File: config.mk
export PLATFORM = sky130hd
export DESIGN_NAME = mfde_out
export DESIGN_NICKNAME = d
export VERILOG_FILES = /design/src/sv/mfde_out.sv
export SDC_FILE = /design/constraint.sdc
export NUM_CORES = 1
export LEC_CHECK = 0
export BUFFER_PORTS_ARGS = -buffer_cell sky130_fd_sc_hd__buf_4
export CAP_MARGIN = 20
export CORE_AREA = 2 2 39 41
export DETAILED_ROUTE_END_ITERATION = 8
export DIE_AREA = 0 0 41 43
export HOLD_SLACK_MARGIN = 0.15
export SETUP_SLACK_MARGIN = 0.1
export SLEW_MARGIN = 20
export SYNTH_ARGS = -nofsm -noshare
export SYNTH_HDL_FRONTEND = slang
export SYNTH_SLANG_ARGS = --single-unit
File: constraint.sdc
create_clock -name clk -period 1.4 [get_ports clk]
set_input_delay 0.14 -clock clk [delete_from_list [all_inputs] [get_ports clk]]
set_output_delay 0.14 -clock clk [all_outputs]
set_load 0.02 [all_outputs]
File: src/sv/mfde_out.sv
module mfde_out
(
    input  logic       clk,
    input  logic       rst_n,
    input  logic       res_valid,
    output logic       res_take,
    input  logic [7:0] res_data,
    output logic       empty,
    input  logic       pop,
    output logic [7:0] read_data
);
    // single output register
    logic       vld_reg;
    logic [7:0] d_reg;

    assign empty     = !vld_reg;
    assign read_data = d_reg;
    assign res_take  = res_valid && (!vld_reg || pop);

    always_ff @(posedge clk or negedge rst_n)
    begin
        if (!rst_n)
            vld_reg <= 1'b0;
        else if (res_take)
            vld_reg <= 1'b1;
        else if (pop)
            vld_reg <= 1'b0;
    end

    always_ff @(posedge clk)
    begin
        if (res_take)
            d_reg <= res_data;
    end
endmodule

Yosys cells after proc, flatten, opt, wreduce, memory -nomap -nowiden:

Index checks and enable logic that the tools add are counted.

* reduce and logical (&&, ||, !) cells: 4
* mux-type cells: 2

Operator list (number)
* two-way mux 1 bit: 2
* nonzero test 2 bit: 1
* logical AND 1 bit: 1
* zero test 1 bit: 1
* logical OR 1 bit: 1

* register bits: 9
* output and inout bits: 10
* input bits: 12
* logic and storage cells: 8

Logic depth before layout (Yosys ltp):

Gate-level depths: netlist (run 1).

* depth after elaboration: 4
* mapped depth: 2
* depth with buffers taken out: 2

Least setup slack after synthesis (run 1):

No wires, ideal clock.

* path kind: register to register
* from: register vld_reg
* to: register d_reg[0], in the netlist read_data[0], enable pin
* cell stages (with the launch flop): 3
* arrival: 0.835 ns
* path buffers: 0
* library setup time: 0.366 ns
* required time: 1.034 ns
* clock period less this slack: 1.201 ns
* setup slack: 0.199 ns
* cells stage by stage: dfrtp_1 > nand2b_1 > and2_1

* cells in the longest elaborated chain, start to end: 3

RTL lines
* start, declared: RTL line 13 `logic vld_reg;`
* start signal, assigned: RTL line 23 `vld_reg <= 1'b0;`
* start signal, assigned: RTL line 25 `vld_reg <= 1'b1;`
* start signal, assigned: RTL line 27 `vld_reg <= 1'b0;`
* zero test 1 bit: RTL line 18 `assign res_take = res_valid && (!vld_reg || pop);`
* logical OR 1 bit: RTL line 18
* logical AND 1 bit: RTL line 18
* named net res_take: RTL line 6 `output logic res_take,`
* end signal, assigned: RTL line 33 `d_reg <= res_data;`
* end, declared: RTL line 14 `logic [7:0] d_reg;`

The timed path passes the listed nets, and every way through them passes these cells.
A chain may end at the register's enable or synchronous reset.

Final worst setup path (run 1):

* from: input res_valid
* to: output res_take

* cells in the longest elaborated chain, start to end: 1

RTL lines
* start, declared: RTL line 5 `input logic res_valid,`
* logical AND 1 bit: RTL line 18
* end, declared: RTL line 6

Every way passes these cells.

==> results of run 1 <==
## Yosys cell counts
library cell | count | area, um^2
and2_1 | 1 | 6.26
dfrtp_1 | 1 | 25.0
edfxtp_1 | 8 | 240
inv_1 | 1 | 3.75
nand2b_1 | 2 | 12.5
## cells by family (layout without fill, tap and decap cells)
logic type | Yosys count | after routing | share of synthesized area
buf+inv | 1 | 37 | 0.0130
simple gates | 3 | 3 | 0.0652
flops | 9 | 9 | 0.922
## power by group
group | internal [mW] | switching (mW)
Clock | 0.109 | 0.0788
Combinational | 0.0634 | 0.0438
Sequential | 0.311 | 0.00407
## metal layers
metal / up-vias / routed length, um / track usage
met4: 0 / 0 / 0.0600
met2: 22 / 286 / 0.131
li1: 119 / - / -
met3: 0 / 87 / 0.0314
met1: 96 / 282 / 0.0743
met5: - / 0 / 0
## how the worst max path moves through the flow
stage                                    from                endpoint  slack [ns]  depth (start not counted)
after floorplan           vld_reg$_DFFE_PN0P_  read_data[0]$_DFFE_PP_        0.20                          2
after global placement    vld_reg$_DFFE_PN0P_                res_take        0.27                          3
after detailed placement  vld_reg$_DFFE_PN0P_                res_take        0.24                          3
after CTS                           res_valid                res_take        0.12                          4
after global routing                res_valid                res_take        0.14                          4
final                               res_valid                res_take        0.15                          4
## critical path: stages
cell           delay (ns)
dlygate4sd3_1        0.54
buf_4                0.13
and2_4               0.15
buf_4                0.15
## stage by stage
step	area, um^2	power [mW]	util	hold WS (ns)	setup WS (ns)
finish	602	0.610	0.435	0.190	0.152
global route	602	0.652	0.435	0.189	0.142
CTS	594	0.620	0.429	0.169	0.123
detailed placement	465	0.401	0.336	-0.0823	0.242
floorplan	288	0.351	-	-0.156	0.199
global placement	465	0.400	0.336	-0.0829	0.267
## cells in the final DEF (no fill, tap or decap)
master / instances
edfxtp_1: 8
buf_4: 22
dfrtp_1: 1
clkbuf_1: 1
inv_1: 1
dlygate4sd3_1: 10
nand2b_1: 2
and2_4: 1
clkbuf_4: 3
## area by class of cell
cell class	count	area [um^2]
clock buffer	4	26.3
fill	138	782
inverter	1	3.75
multi-input combinational	3	21.3
sequential	9	265
tap	16	20.0
timing repair buffer	32	265
## repair_timing
item	4_1_cts	5_1_grt
setup buffers	0	1
endpoints found under the hold margin	10	0
endpoints found under the setup margin	1	1
gates resized for setup	2	0
hold buffers	10	0
pin swaps	0	1
==> impl_metrics.tcl, run 1 <==
set metrics [dict create \
    cts-root-buf "clkbuf_4" \
    grt_pass1_wl_um 897 \
    min_from "pop" \
    hold_end "vld_reg$_DFFE_PN0P_" \
    core-area_mm2 0.00138 \
    rows 14 \
    wl_per_cell_um 10.1 \
    cts.sinks 9 \
    synth.net_count 25 \
    drtAntennaViolNets 0 \
    fp.dieH_um 43 \
    largest_reg_flops 8 \
    critPathKind "in2out" \
    wirelength_um 655 \
    skew_ns 0.000521 \
    reg2reg_depth 3 \
    fin_cells 65 \
    hp-class "in2reg" \
    synth-seq-cells 9 \
    start_kind "input port" \
    first_pass_iters 3 \
    synth_area_um2 288 \
    io_pins 22 \
    synthToLayoutAreaGrowth_pct 109 \
    grt_setup_unrepaired "no" \
    hpwl_um 501 \
    drive_above_1_share 0.531 \
    grt_max_degree 10 \
    cap_violations 0 \
    cts_buffers 3 \
    drt_iter0_drc 3 \
    p_per_area_mw_per_mm2 1010 \
    regToRegEndpoint "read_data[5]$_DFFE_PP_" \
    htreeDepth 1 \
    drv_slew 0 \
    viasPerCell 3.65 \
    vias 237 \
    antenna_found_initial 0 \
    synth_seq_area_share 0.922 \
    arrival_ns 1.11 \
    dpl.cell_count 50 \
    setup_violations 0 \
    regToRegSetupSlack_ns 0.34 \
    p_leak_nw 0.267 \
    worstMarginPinSlew_ns 0.100 \
    gp_congestion 0.608 \
    final_hold_viol_count 0 \
    clk_latency_ns 0.25 \
    port_buffers 21 \
    post-route-drc-count 0 \
    end_kind "output port" \
    layout.nets 62 \
    grt_pass1_vias 244 \
    diodes 0 \
    worstHoldPathCells 3 \
    r2r-start "vld_reg$_DFFE_PN0P_" \
    vdd_drop_max_mv 0.503 \
    netlist_instances 13 \
    fmax_ghz 0.801 \
    grt_remaining_overflow 0 \
    finalSetupTns_ns 0 \
    cp.required_ns 1.26 \
    cts.reportedPaths.clkPinSlew_ns 0.06 \
    clock_path_buffers 2 \
    die-area_mm2 0.00176 \
    avgSynthCellArea_um2 22.1 \
    yosysWarningCount 0 \
    cts_tree "yes" \
    crit_fanout 2 \
    track_usage 0.0805 \
    die_w_um 41 \
    status "completed" \
    period_needed_ns 1.25 \
    yosysUniqueCellTypes 5 \
    start_util 0.208 \
    slew_headroom 0.933 \
    finalCritPeriodShare 0.892 \
]
Power figures use the tool's default switching activity.
==> run 2: changes to the inputs <==
--- a/config.mk
+++ b/config.mk
@@ -5,6 +5,7 @@
 export SDC_FILE = /design/constraint.sdc
 export NUM_CORES = 1
 export LEC_CHECK = 0
+export ABC_AREA = 1
 export BUFFER_PORTS_ARGS = -buffer_cell sky130_fd_sc_hd__buf_4
 export CAP_MARGIN = 20
 export CORE_AREA = 2 2 39 41
@@ -12,6 +13,7 @@
 export DIE_AREA = 0 0 41 43
 export HOLD_SLACK_MARGIN = 0.15
 export SETUP_SLACK_MARGIN = 0.1
+export SKIP_CTS_REPAIR_TIMING = 1
 export SLEW_MARGIN = 20
 export SYNTH_ARGS = -nofsm -noshare
 export SYNTH_HDL_FRONTEND = slang
==> constraint.sdc (replaced) <==
create_clock -name clk -period 1.3 [get_ports clk]
set_input_delay 0.13 -clock clk [delete_from_list [all_inputs] [get_ports clk]]
set_output_delay 0.13 -clock clk [all_outputs]
set_load 0.02 [all_outputs]
==> run 2 against run 1 <==
Hold slack about the same. Combinational power up 13%. Final cell count up 3.1%. Synthesized cell count up 7.7%. Sequential share of layout area down 1.5 points. Largest power group unchanged.
==> impl_metrics.tcl, run 2 <==
set metrics [dict create \
    status "completed" \
    cts_buffers 3 \
    fmax_ghz 0.941 \
    cts.reportedPaths.clkPinSlew_ns 0.05 \
    regToRegSetupSlack_ns 0.30 \
    io_pins 22 \
    largest_reg_flops 8 \
    track_usage 0.0775 \
    cts_tree "yes" \
    hp-class "in2async" \
    antenna_found_initial 0 \
    grt.busiest_layer "met1" \
    start_util 0.210 \
    core-area_mm2 0.00138 \
    fin_cells 67 \
    yosysUniqueCellTypes 5 \
    p_seq_frac 0.513 \
    finalCritPeriodShare 0.817 \
    first_pass_iters 2 \
    synthFlopType "edfxtp_1" \
    dpl.cell_count 51 \
    vias 248 \
    setup.worst_path.start "vld_reg$_DFFE_PN0P_" \
    power_mw 0.662 \
    vdd_drop_max_mv 0.488 \
    layout.nets 64 \
    final_common_cell "buf_4" \
    synth_seq_area_share 0.914 \
    seq_area_um2 265 \
    cap_violations 0 \
    cts.sinks 9 \
    drv_slew 0 \
    grt_max_degree 10 \
    grt_remaining_overflow 0 \
    worstMarginPinSlew_ns 0.119 \
    wirelength_um 672 \
    slew_headroom 0.921 \
    period_needed_ns 1.06 \
    synth.net_count 26 \
    grt_util_met3 0.0314 \
    critPathKind "reg2out" \
    synth_area_um2 290 \
    grt_pass1_wl_um 834 \
    worstSetupEndpoint "res_take" \
    synth_area_leaders "edfxtp_1 (83%), dfrtp_1 (8.6%), inv_1 (3.9%)" \
    setup_violations 0 \
    yosysWarningCount 0 \
    port_buffers 21 \
    synth_top_area_frac 0.828 \
    synth-seq-cells 9 \
    die-area_mm2 0.00176 \
    synth_edf_count 8 \
    use_met2 0.0813 \
    avgSynthCellArea_um2 20.7 \
    crit_fanout 2 \
    htreeDepth 1 \
    grt_pass1_vias 212 \
    grt_use_met1 0.108 \
    synth_common_cells "edfxtp_1 (8), inv_1 (3), a21oi_1 (1), dfrtp_1 (1), o21ai_2 (1)" \
    drt_iter0_drc 1 \
    die_w_um 41 \
    fill_cells 135 \
    power.share.clock 0.304 \
    netlist_instances 14 \
    clock_path_buffers 2 \
    cp.required_ns 1.17 \
    viasPerCell 3.70 \
    intPower_mw 0.521 \
    synthToLayoutAreaGrowth_pct 115 \
    grt_setup_unrepaired "no" \
    arrival_ns 0.93 \
    final_cell_mix "buf_4 (22), dlygate4sd3_1 (11), edfxtp_1 (8)" \
    post-route-drc-count 0 \
    p_leak_nw 0.277 \
    power_frac_comb 0.182 \
    p_per_area_mw_per_mm2 1060 \
    drtAntennaViolNets 0 \
    final_hold_viol_count 0 \
    rows 14 \
    reg2reg_depth 2 \
    synth.largest_area_cell "edfxtp_1" \
    p_sw_mw 0.140 \
    diodes 0 \
    cts-root-buf "clkbuf_4" \
    start_kind "flop" \
    swShare 0.212 \
    synth.most_common_cell "edfxtp_1" \
    multiInputGateArea_um2 25.0 \
    placed_cell_area_um2 479 \
    ys_async_sr_fraction 0.111 \
    regToRegEndpoint "read_data[5]$_DFFE_PP_" \
    skew_ns 0.00403 \
    drive_above_1_share 0.529 \
    finish.instance_area_um2 623 \
    gp_congestion 0.674 \
    holdWs_ns 0.191 \
    wl_per_cell_um 10.0 \
    clk_latency_ns 0.25 \
    r2r-start "vld_reg$_DFFE_PN0P_" \
    end_kind "output port" \
    fp.dieH_um 43 \
]
-- run 2: changes by cell type after synthesis, sizes merged --
cell,change
and2,-1
nand2b,-2
inv,+2
o21ai,+1
a21oi,+1
-- run 2: worst min path at each step --
stage / end / slack [ns] / cells after the start
after floorplan: vld_reg$_DFFE_PN0P_ / -0.17 / 0
after global placement: vld_reg$_DFFE_PN0P_ / -0.09 / 1
after detailed placement: vld_reg$_DFFE_PN0P_ / -0.09 / 1
after CTS: vld_reg$_DFFE_PN0P_ / -0.37 / 1
after global routing: vld_reg$_DFFE_PN0P_ / 0.18 / 2
final: vld_reg$_DFFE_PN0P_ / 0.19 / 2
-- run 2: area by class of cell --
class	count	area share
Sequential cell	9	0.426
Inverter	3	0.0181
Timing Repair Buffer	33	0.442
Multi-Input combinational cell	2	0.0402
Tap cell	16	0.0321
Clock buffer	4	0.0422
-- run 2: worst max-delay path, stage by stage, from the launching register on --
cell	delay, ns
dfrtp_1	0.40
a21oi_4	0.13
buf_4	0.15
-- run 2: metrics by stage --
stage | utilization | TNS [ns] | setup slack [ns]
6_report | 0.450 | 0 | 0.238
5_1_grt | 0.450 | 0 | 0.191
4_1_cts | 0.365 | -0.0127 | -0.0127
3_5_place_dp | 0.346 | 0 | 0.268
3_3_place_gp | 0.346 | 0 | 0.280
2_1_floorplan | - | 0 | 0.229
-- run 2: layer usage --
layer | wire (um) | vias up
met5 | 0 | -
met2 | 272 | 22
li1 | - | 122
met3 | 80 | 2
met4 | 8 | 0
met1 | 310 | 102
-- run 2: cell families (layout without fill, tap and decap cells) --
| logic type | after synthesis | count (layout) | synth area share |
|---|---|---|---|
| flip-flops | 9 | 9 | 0.914 |
| buffers and inverters | 3 | 40 | 0.0388 |
| AO/OA/AOI/OAI | 2 | 2 | 0.0474 |
-- run 2: power by group through the flow --
| stage | registers [mW] | logic (mW) | clock network, mW |
|---|---|---|---|
| after floorplan | 0.364 | 0.0194 | 0 |
| after global placement | 0.346 | 0.0909 | 0 |
| after detailed placement | 0.346 | 0.0919 | 0 |
| after CTS | 0.340 | 0.0920 | 0.215 |
| after global routing | 0.341 | 0.129 | 0.236 |
| final | 0.340 | 0.121 | 0.201 |
