File: src/sv/mfde_pkg.sv
package mfde_pkg;
    localparam int MAX_WIDTH_DEF  = 128;
    localparam int MAX_HEIGHT_DEF = 64;

    typedef enum logic [2:0] {
        FN_PIXEL = 3'd0,
        FN_FILL  = 3'd1,
        FN_RECT  = 3'd2,
        FN_LINE  = 3'd3,
        FN_HLINE = 3'd4,
        FN_VLINE = 3'd5,
        FN_READ  = 3'd6,
        FN_NOP   = 3'd7
    } func_t;

    localparam logic CFG_WIDTH  = 1'b0;
    localparam logic CFG_HEIGHT = 1'b1;

    // one queued command word
    typedef struct packed {
        func_t      func;
        logic [7:0] pos_x;
        logic [7:0] pos_y;
        logic [7:0] end_x;
        logic [7:0] end_y;
        logic [7:0] rect_width;
        logic [7:0] rect_height;
        logic       ink;
        logic       fill_inside;
        logic [9:0] byte_index;
    } cmd_t;
endpackage

File: src/sv/mfde_front.sv
module mfde_front
(
    input  logic            clk,
    input  logic            rst_n,
    input  logic            push,
    output logic            full,
    input  mfde_pkg::cmd_t  cmd_in,
    output logic            cmd_valid,
    input  logic            cmd_take,
    output mfde_pkg::cmd_t  cmd_out
);
    // two-entry command queue
    mfde_pkg::cmd_t q_reg [2];
    logic           rd_reg, rd_next;
    logic           wr_reg, wr_next;
    logic [1:0]     cnt_reg, cnt_next;
    mfde_pkg::cmd_t cls;
    logic           do_push, do_pop;

    assign full      = cnt_reg == 2'd2;
    assign cmd_valid = cnt_reg != 2'd0;
    assign cmd_out   = q_reg[rd_reg];
    assign do_push   = push && !full;
    assign do_pop    = cmd_take && cmd_valid;

    always_comb
    begin
        cls = cmd_in;
        if (cmd_in.func == mfde_pkg::FN_NOP)
            cls.func = mfde_pkg::FN_NOP;
        rd_next  = do_pop ? !rd_reg : rd_reg;
        wr_next  = do_push ? !wr_reg : wr_reg;
        cnt_next = cnt_reg + {1'b0, do_push} - {1'b0, do_pop};
    end

    always_ff @(posedge clk)
    begin
        if (do_push)
            q_reg[wr_reg] <= cls;
    end

    always_ff @(posedge clk or negedge rst_n)
    begin
        if (!rst_n)
        begin
            rd_reg  <= 1'b0;
            wr_reg  <= 1'b0;
            cnt_reg <= 2'd0;
        end
        else
        begin
            rd_reg  <= rd_next;
            wr_reg  <= wr_next;
            cnt_reg <= cnt_next;
        end
    end
endmodule

File: config.mk
export PLATFORM = sky130hd
export DESIGN_NAME = mfde_front
export DESIGN_NICKNAME = d
export VERILOG_FILES = /design/src/sv/mfde_pkg.sv /design/src/sv/mfde_front.sv
export SDC_FILE = /design/constraint.sdc
export NUM_CORES = 1
export LEC_CHECK = 0
export BUFFER_PORTS_ARGS = -buffer_cell sky130_fd_sc_hd__buf_4
export CAP_MARGIN = 20
export CELL_PAD_IN_SITES_DETAIL_PLACEMENT = 2
export CELL_PAD_IN_SITES_GLOBAL_PLACEMENT = 2
export CORE_UTILIZATION = 39
export CTS_BUF_LIST = sky130_fd_sc_hd__clkbuf_8 sky130_fd_sc_hd__clkbuf_16
export DETAILED_ROUTE_END_ITERATION = 7
export PLACE_DENSITY = 0.9
export SYNTH_ARGS = -nofsm -noshare
export SYNTH_HDL_FRONTEND = slang
export SYNTH_SLANG_ARGS = --single-unit
File: constraint.sdc
create_clock -name clk -period 5.3 [get_ports clk]
set_input_delay 0.265 -clock clk [delete_from_list [all_inputs] [get_ports clk]]
set_output_delay 0.265 -clock clk [all_outputs]
set_load 0.02 [all_outputs]
# == Word level (Yosys, flattened, before mapping) ==
# Memory sizes are Yosys's and may differ from the RTL's.
# Cells that the tools add are included.
# W data, S select, Z words.
# op_classes
reduce_logical,6
n_eq_ne,2
n_mux,3
add_sub_neg,2
# op_table
op,count
$eq A3 B3 Y1 const B,1
$logic_not A1 Y1,3
$mux W3,1
$add A2 B1 Y2,1
$eq A2 B2 Y1 const B,1
$logic_and A1 B1 Y1,2
$mux W1,2
$reduce_bool A2 Y1,1
$sub A2 B1 Y2,1
# totals
word_cells,17
input_bits,67
mem_count,1
mem_bits_rw,126
reg_bits,4
output_inout_bits,65
# mem_list
memory,depth,word_bits,rd,rd_ports_with_merged_regs,write_ports,line_no,source
q_reg,2,63,1,0,1,mfde_front.sv:13,mfde_pkg::cmd_t q_reg [2];

# == Longest topological paths before layout ==
# Gate-level depths: netlist (run 1).
# logic_depth
ltp_word,5
depth_mapped,7
mapped_depth_nobuf,7

# == Least setup slack after synthesis (run 1) ==
# No wires, ideal clock.
# synth_timing
path_kind,flip-flop to flip-flop
from,register cnt_reg[1]
to,memory q_reg[0][0] (netlist bit) (enable)
setup_ns,0.484
t_required_ns,4.816
synth_period_minus_slack_ns,3.708
stages_incl_launch_ff,4
slack_ns,1.592
t_arrival_ns,3.224
path_buffers,0
path_cell_list,dfrtp_1 > nand2b_1 > nand2_1 > nor2_1
# synth_between
elab_chain_len,5
# synth_rtl
item,line_no,source
start: declaration,mfde_front.sv:16,"logic [1:0] cnt_reg, cnt_next;"
start signal: assignment,mfde_front.sv:54,cnt_reg <= cnt_next;
$eq A2 B2 Y1,mfde_front.sv:20,assign full = cnt_reg == 2'd2;
$logic_not A1 Y1,mfde_front.sv:23,assign do_push = push && !full;
$logic_and A1 B1 Y1,mfde_front.sv:23,
$mux W1,mfde_front.sv:38,if (do_push)
$mux W1 (implied by the code),mfde_front.sv:39,q_reg[wr_reg] <= cls;
end: declaration,mfde_front.sv:13,
# Every way passes these cells.

==> impl_metrics.ini, run 1 <==
[floorplan]
row_count = 41
die_w_um = 116
pin_count = 132
start_util_pct = 40.1
core_mm2 = 0.0126
die_y_um = 116
dieArea_mm2 = 0.0134

[layout]
drive_gt1_share_pct = 61.9
area_growth_pct = 34.1
final_nets = 429
largest_reg_flops = 126
diodes = 0
fillers = 1112
utilization_pct = 53.8

[worst_setup_path]
critPathSlowestCell = dfrtp_4
crit_start = rd_reg
crit_chain = buf_4 -> mux2_2 -> buf_4
crit_fanout = 33
worstPathRequired_ns = 5.04
critPathMaxStageDelay_ns = 0.82
r2r_start = cnt_reg[1]
crit_path_end_kind = output pin
crit_top_cell = buf_4
rr_worst_depth = 4
criticalPathCategory = reg2out
cp-start-kind = flop
critPathArrivalTime_ns = 2.46
r2r_slack_ns = 2.94
r2r_end = q_reg[0][2]

[cts]
clock_latency_ns = 0.41
clock-sinks = 130
clk_path_buf_depth = 2
cts_tree = yes
cts_max_level = 4
clk_pin_slew_ns = 0.06
clock_tree.root_cell = clkbuf_16
cts_buffers = 17

[placement]
io_buffers = 131
dpl.hpwl_um = 7240
gp_congestion = 0.670

[hold_path]
hold_depth = 1
min-delay-path-class = in2reg
min_to = q_reg[0][54]
hold_start = cmd_in[54]

[drt]
wl_met1_um = 3980
ant_nets = 0
wl_per_cell_um = 20.0
drcViolationCount = 0
first_pass_iters = 4
drtIter0Drc = 101
wl_met3_um = 620
vias = 2483
dr_wl_met2_um = 6120
highest_layer = met4
drt_wl_total_um = 10900
vias_per_cell = 4.56

[power]
p_leak_nw = 2.72
p_total_mw = 4.18
p_per_area_mw_per_mm2 = 616
vdd_drop_max_uv = 296

[global_route]
grt_max_degree = 64
grt_pass1_wl_um = 16000
grt_overflow = 0
grt_pass1_vias = 2881
grtUsageTotal_pct = 17.2
antenna_found_initial = 0

[synth]
syn-instance-count = 217
syn-cell-area_mm2 = 0.00506
ys_seq_area_share_pct = 76.8
syn-num-nets = 286
synth_cell_types = 17
yosysWarnings = 0
ys_ff_latch = 130
syn_area_per_cell_um2 = 23.3

[run_status]
status = completed

[sta]
maxSlewViolCount = 0
setup_violations = 0
slew_headroom_pct = 37.5
hold_viol = 0
fmax_ghz = 0.367
fin_crit_sh_pct = 51.4
period_minus_slack_ns = 2.72
setup_tns_ns = 0
finClkSkew_ns = 0.00435
rsz0062_at_grt = false
worst_pin_slew_ns = 0.935

[flow_run]
cap_violations = 0
==> cell usage in the layout (no fill, tap or decap) <==
master,n
and2_4,1
and3_4,1
buf_4,133
bufinv_16,4
clkbuf_16,17
clkinv_1,1
clkinv_2,1
clkinv_4,2
clkinvlp_4,2
dfrtp_1,3
dfrtp_4,1
dlygate4sd3_1,1
edfxtp_1,126
ha_1,2
inv_1,2
inv_6,5
mux2_2,4
mux2_4,59
nand2_1,1
nand2b_1,1
nor2_4,1
or2_1,1
xnor2_1,3
xor2_1,1
==> worst max-delay path: cells and delay by family, from the launching register on <==
family	cells	cell delay, ns
DFF	1	0.82
buffers and inverters	2	0.76
muxes	1	0.41
==> cells in the mapped netlist <==
library cell    n  area share [%]
edfxtp_1      126              75
mux2_4         59              18
buf_12          6             2.4
dfrtp_1         4             2.0
mux2_2          4            0.89
clkbuf_1        3            0.22
xnor2_1         3            0.52
ha_1            2            0.49
inv_1           2            0.15
and2_4          1            0.17
and3_1          1            0.12
buf_6           1            0.22
nand2_1         1           0.074
nand2b_1        1            0.12
nor2_1          1           0.074
or2_1           1            0.12
xor2_1          1            0.17
==> layout make-up <==
type / instances / area (um2) / area share, %
flip-flops and latches: 130 / 3890 / 57.3
multi-input cells: 75 / 1040 / 15.3
repair buffers: 134 / 1010 / 14.9
clock buffers: 17 / 425 / 6.27
well taps: 172 / 215 / 3.17
clock inverters: 15 / 205 / 3.02
inverters: 2 / 7.51 / 0.111
==> power breakdown <==
part	internal [mW]	switching [mW]	total [mW]
Clock	0.792	0.440	1.23
Combinational	0.693	0.697	1.39
Sequential	1.41	0.141	1.56
Total	2.90	1.28	4.18
==> kinds of logic after synthesis <==
family	share of synthesized area, %
adders and majority gates	0.494
buffers and inverters	2.97
muxes	18.4
xor gates and xnor gates	0.693
and+or+nand+nor	0.693
DFF	76.8
==> how the worst max path moves through the flow <==
stage / to / slack [ns]
after floorplan: q_reg[0][0] / 1.59
after global placement: q_reg[0][23] / 2.99
after detailed placement: q_reg[0][32] / 2.87
after CTS: cmd_out[0] / 2.51
after global routing: cmd_out[0] / 2.46
final: cmd_out[0] / 2.58
==> per-stage QoR <==
| step | worst slack [ns] | hold WS [ns] | std cells | area [um2] |
|---|---|---|---|---|
| floorplan | 1.59 | -0.0306 | 217 | 5060 |
| global placement | 2.99 | 0.0675 | 512 | 6150 |
| detailed placement | 2.87 | 0.0690 | 512 | 6150 |
| CTS | 2.51 | 0.00626 | 545 | 6790 |
| global route | 2.46 | 0.0136 | 545 | 6790 |
| finish | 2.58 | 0.0320 | 545 | 6790 |
==> metal layers <==
layer  up-vias  track usage, %
met2        94            32.2
met1      1236            17.2
met3        15            5.18
li1       1138               -
met4         0            8.46
met5         -               0
==> what timing repair did <==
action	in CTS	in global routing
resized for setup	0	0
endpoints found under the setup margin	0	0
hold buffers	1	0
endpoints found under the hold margin	4	0
buffers inserted	0	0
No activity file was read; power rests on OpenSTA's default activity.
==> inputs of run 2 (changes only) <==
- ABC_AREA: default -> 1
- CORE_UTILIZATION: 39 -> 31
- PLACE_DENSITY: 0.9 -> 0.86
- clock period: 5.3 -> 2.3 ns (I/O delays scaled with it)
==> impl_metrics.ini, run 2 <==
[sta]
period_minus_slack_ns = 2.10
maxSlewViolCount = 0
fmax_ghz = 0.477
slew_headroom_pct = 62.7
hold_viol = 0
fin_crit_sh_pct = 91.1
setup_violations = 0
finClkSkew_ns = 0.00692
worst_pin_slew_ns = 0.559
setup_tns_ns = 0
whs_ns = 0.0305
rsz0062_at_grt = false

[placement]
dpl.hpwl_um = 7900
io_buffers = 131
gp_congestion = 0.680

[worst_setup_path]
r2r_end = q_reg[1][39]
criticalPathCategory = reg2out
r2r_slack_ns = 0.79
crit_path_end_kind = output pin
crit_fanout = 38
worstPathRequired_ns = 2.18
cp-start-kind = flop
critPathArrivalTime_ns = 1.98
rr_worst_depth = 4
r2r_start = cnt_reg[1]

[synth]
synth_edf_count = 126
synth_flop_cell = edfxtp_1
syn-num-nets = 433
yosysWarnings = 0
syn_area_per_cell_um2 = 13.3
ys_ff_latch = 130
syn-cell-area_mm2 = 0.00485
synth_common_cells = nand2_1 (202), edfxtp_1 (126), inv_1 (9), buf_2 (6), clkbuf_8 (6)
post-synth-top-area-cell = edfxtp_1
synth_cell_types = 12
ys_seq_area_share_pct = 80.0
yosysTopAreaCellShare_pct = 77.9
yosys-top-cells-area = edfxtp_1 (78%), nand2_1 (16%), dfrtp_1 (2.1%), clkbuf_8 (1.7%), inv_1 (0.70%)
syn-instance-count = 364
async_flop_share_pct = 3.08
yosysMostFrequentCell = nand2_1

[global_route]
grt_max_degree = 64
grt_pass1_vias = 4064
grt_pass1_wl_um = 20800
grtUsageTotal_pct = 17.5
antenna_found_initial = 0
grt_overflow = 0

[layout]
final_nets = 637
area_growth_pct = 48.4
drive_gt1_share_pct = 28.2
final_common_cell = nand2_1
final-seq-area_mm2 = 0.00388
diodes = 0
final_cell_mix = nand2_1 (202), buf_4 (133), edfxtp_1 (126)
largest_reg_flops = 126
fillers = 1489
multi_input_area_um2 = 810

[drt]
vias_per_cell = 4.38
drcViolationCount = 0
wl_per_cell_um = 16.9
drtIter0Drc = 143
vias = 3458
drt_wl_total_um = 13300
first_pass_iters = 4
ant_nets = 0

[hold_path]
hold_start = push
min-delay-path-class = in2reg
min_to = wr_reg
hold_depth = 3

[floorplan]
pin_count = 132
die_y_um = 127
dieArea_mm2 = 0.0162
row_count = 45
die_w_um = 127
core_mm2 = 0.0153
start_util_pct = 31.8

[flow_run]
cap_violations = 0

[cts]
cts_max_level = 4
clock_latency_ns = 0.41
post_cts_buffers = 0
clock-sinks = 130
clock_tree.root_cell = clkbuf_16
cts_buffers = 17
clk_pin_slew_ns = 0.05
clk_path_buf_depth = 2
cts_tree = yes

[power]
p_per_area_mw_per_mm2 = 1280
p_leak_nw = 3.09
vdd_drop_max_uv = 547

[run_status]
status = completed
## run 2: layout make-up
type | instances | area share [%]
Clock buffer | 17 | 5.91
Clock inverter | 13 | 1.13
Inverter | 10 | 0.521
Multi-Input combinational cell | 208 | 11.2
Sequential cell | 130 | 53.9
Tap cell | 211 | 3.67
Timing Repair Buffer | 201 | 23.6
## run 2: worst max path at each step
stage / start / endpoint / slack (ns) / cells after the start
after global routing: rd_reg / cmd_out[15] / 0.05 / 5
after floorplan: wr_reg / q_reg[0][0] / 0.08 / 3
after detailed placement: rd_reg / cmd_out[52] / 0.57 / 4
after CTS: rd_reg / cmd_out[52] / 0.10 / 4
final: rd_reg / cmd_out[15] / 0.20 / 5
after global placement: rd_reg / cmd_out[28] / 0.69 / 4
## run 2: through the flow
step | instances | util, % | setup WS, ns | area (um2) | power [mW]
2_1_floorplan | 364 | - | 0.0828 | 4860 | 5.41
3_3_place_gp | 695 | 39.6 | 0.690 | 6040 | 6.70
3_5_place_dp | 695 | 39.6 | 0.574 | 6040 | 6.89
4_1_cts | 790 | 47.2 | 0.103 | 7200 | 9.37
5_1_grt | 790 | 47.2 | 0.0492 | 7200 | 9.76
6_report | 790 | 47.2 | 0.204 | 7200 | 9.25
## run 2: critical path: stages, from the launching register on
cell     delay [ns]
dfrtp_2        0.61
inv_2          0.12
buf_4          0.38
nand2_1        0.17
nand2_1        0.10
buf_4          0.14
## run 2: logic make-up (layout without fill, tap and decap cells)
kind of cell	Yosys count	count (layout)	share of synthesized area (%)
DFF	130	130	80.0
adders and majority gates	2	2	0.515
buffers and inverters	26	241	3.48
and+or+nand+nor	206	206	16.0
## run 2: timing repair
item                       CTS  global route
hold endpoints to repair   131             0
resized for setup            0             1
setup endpoints to repair    0             1
hold buffers                65             0
## run 2: power breakdown
group | switching, mW | internal (mW) | total, mW | leakage, nW
Combinational | 2.21 | 1.24 | 3.45 | 1.61
Sequential | 0.227 | 3.24 | 3.46 | 1.22
Clock | 0.907 | 1.43 | 2.34 | 0.265
## run 2: metal layers
metal  track usage, %  vias up  routed length, um
met5                0        -                  0
met4             8.54        0                338
met3             4.31       30                508
met2             32.6      102               7250
met1             18.4     1706               5250
li1                 -     1620                  -
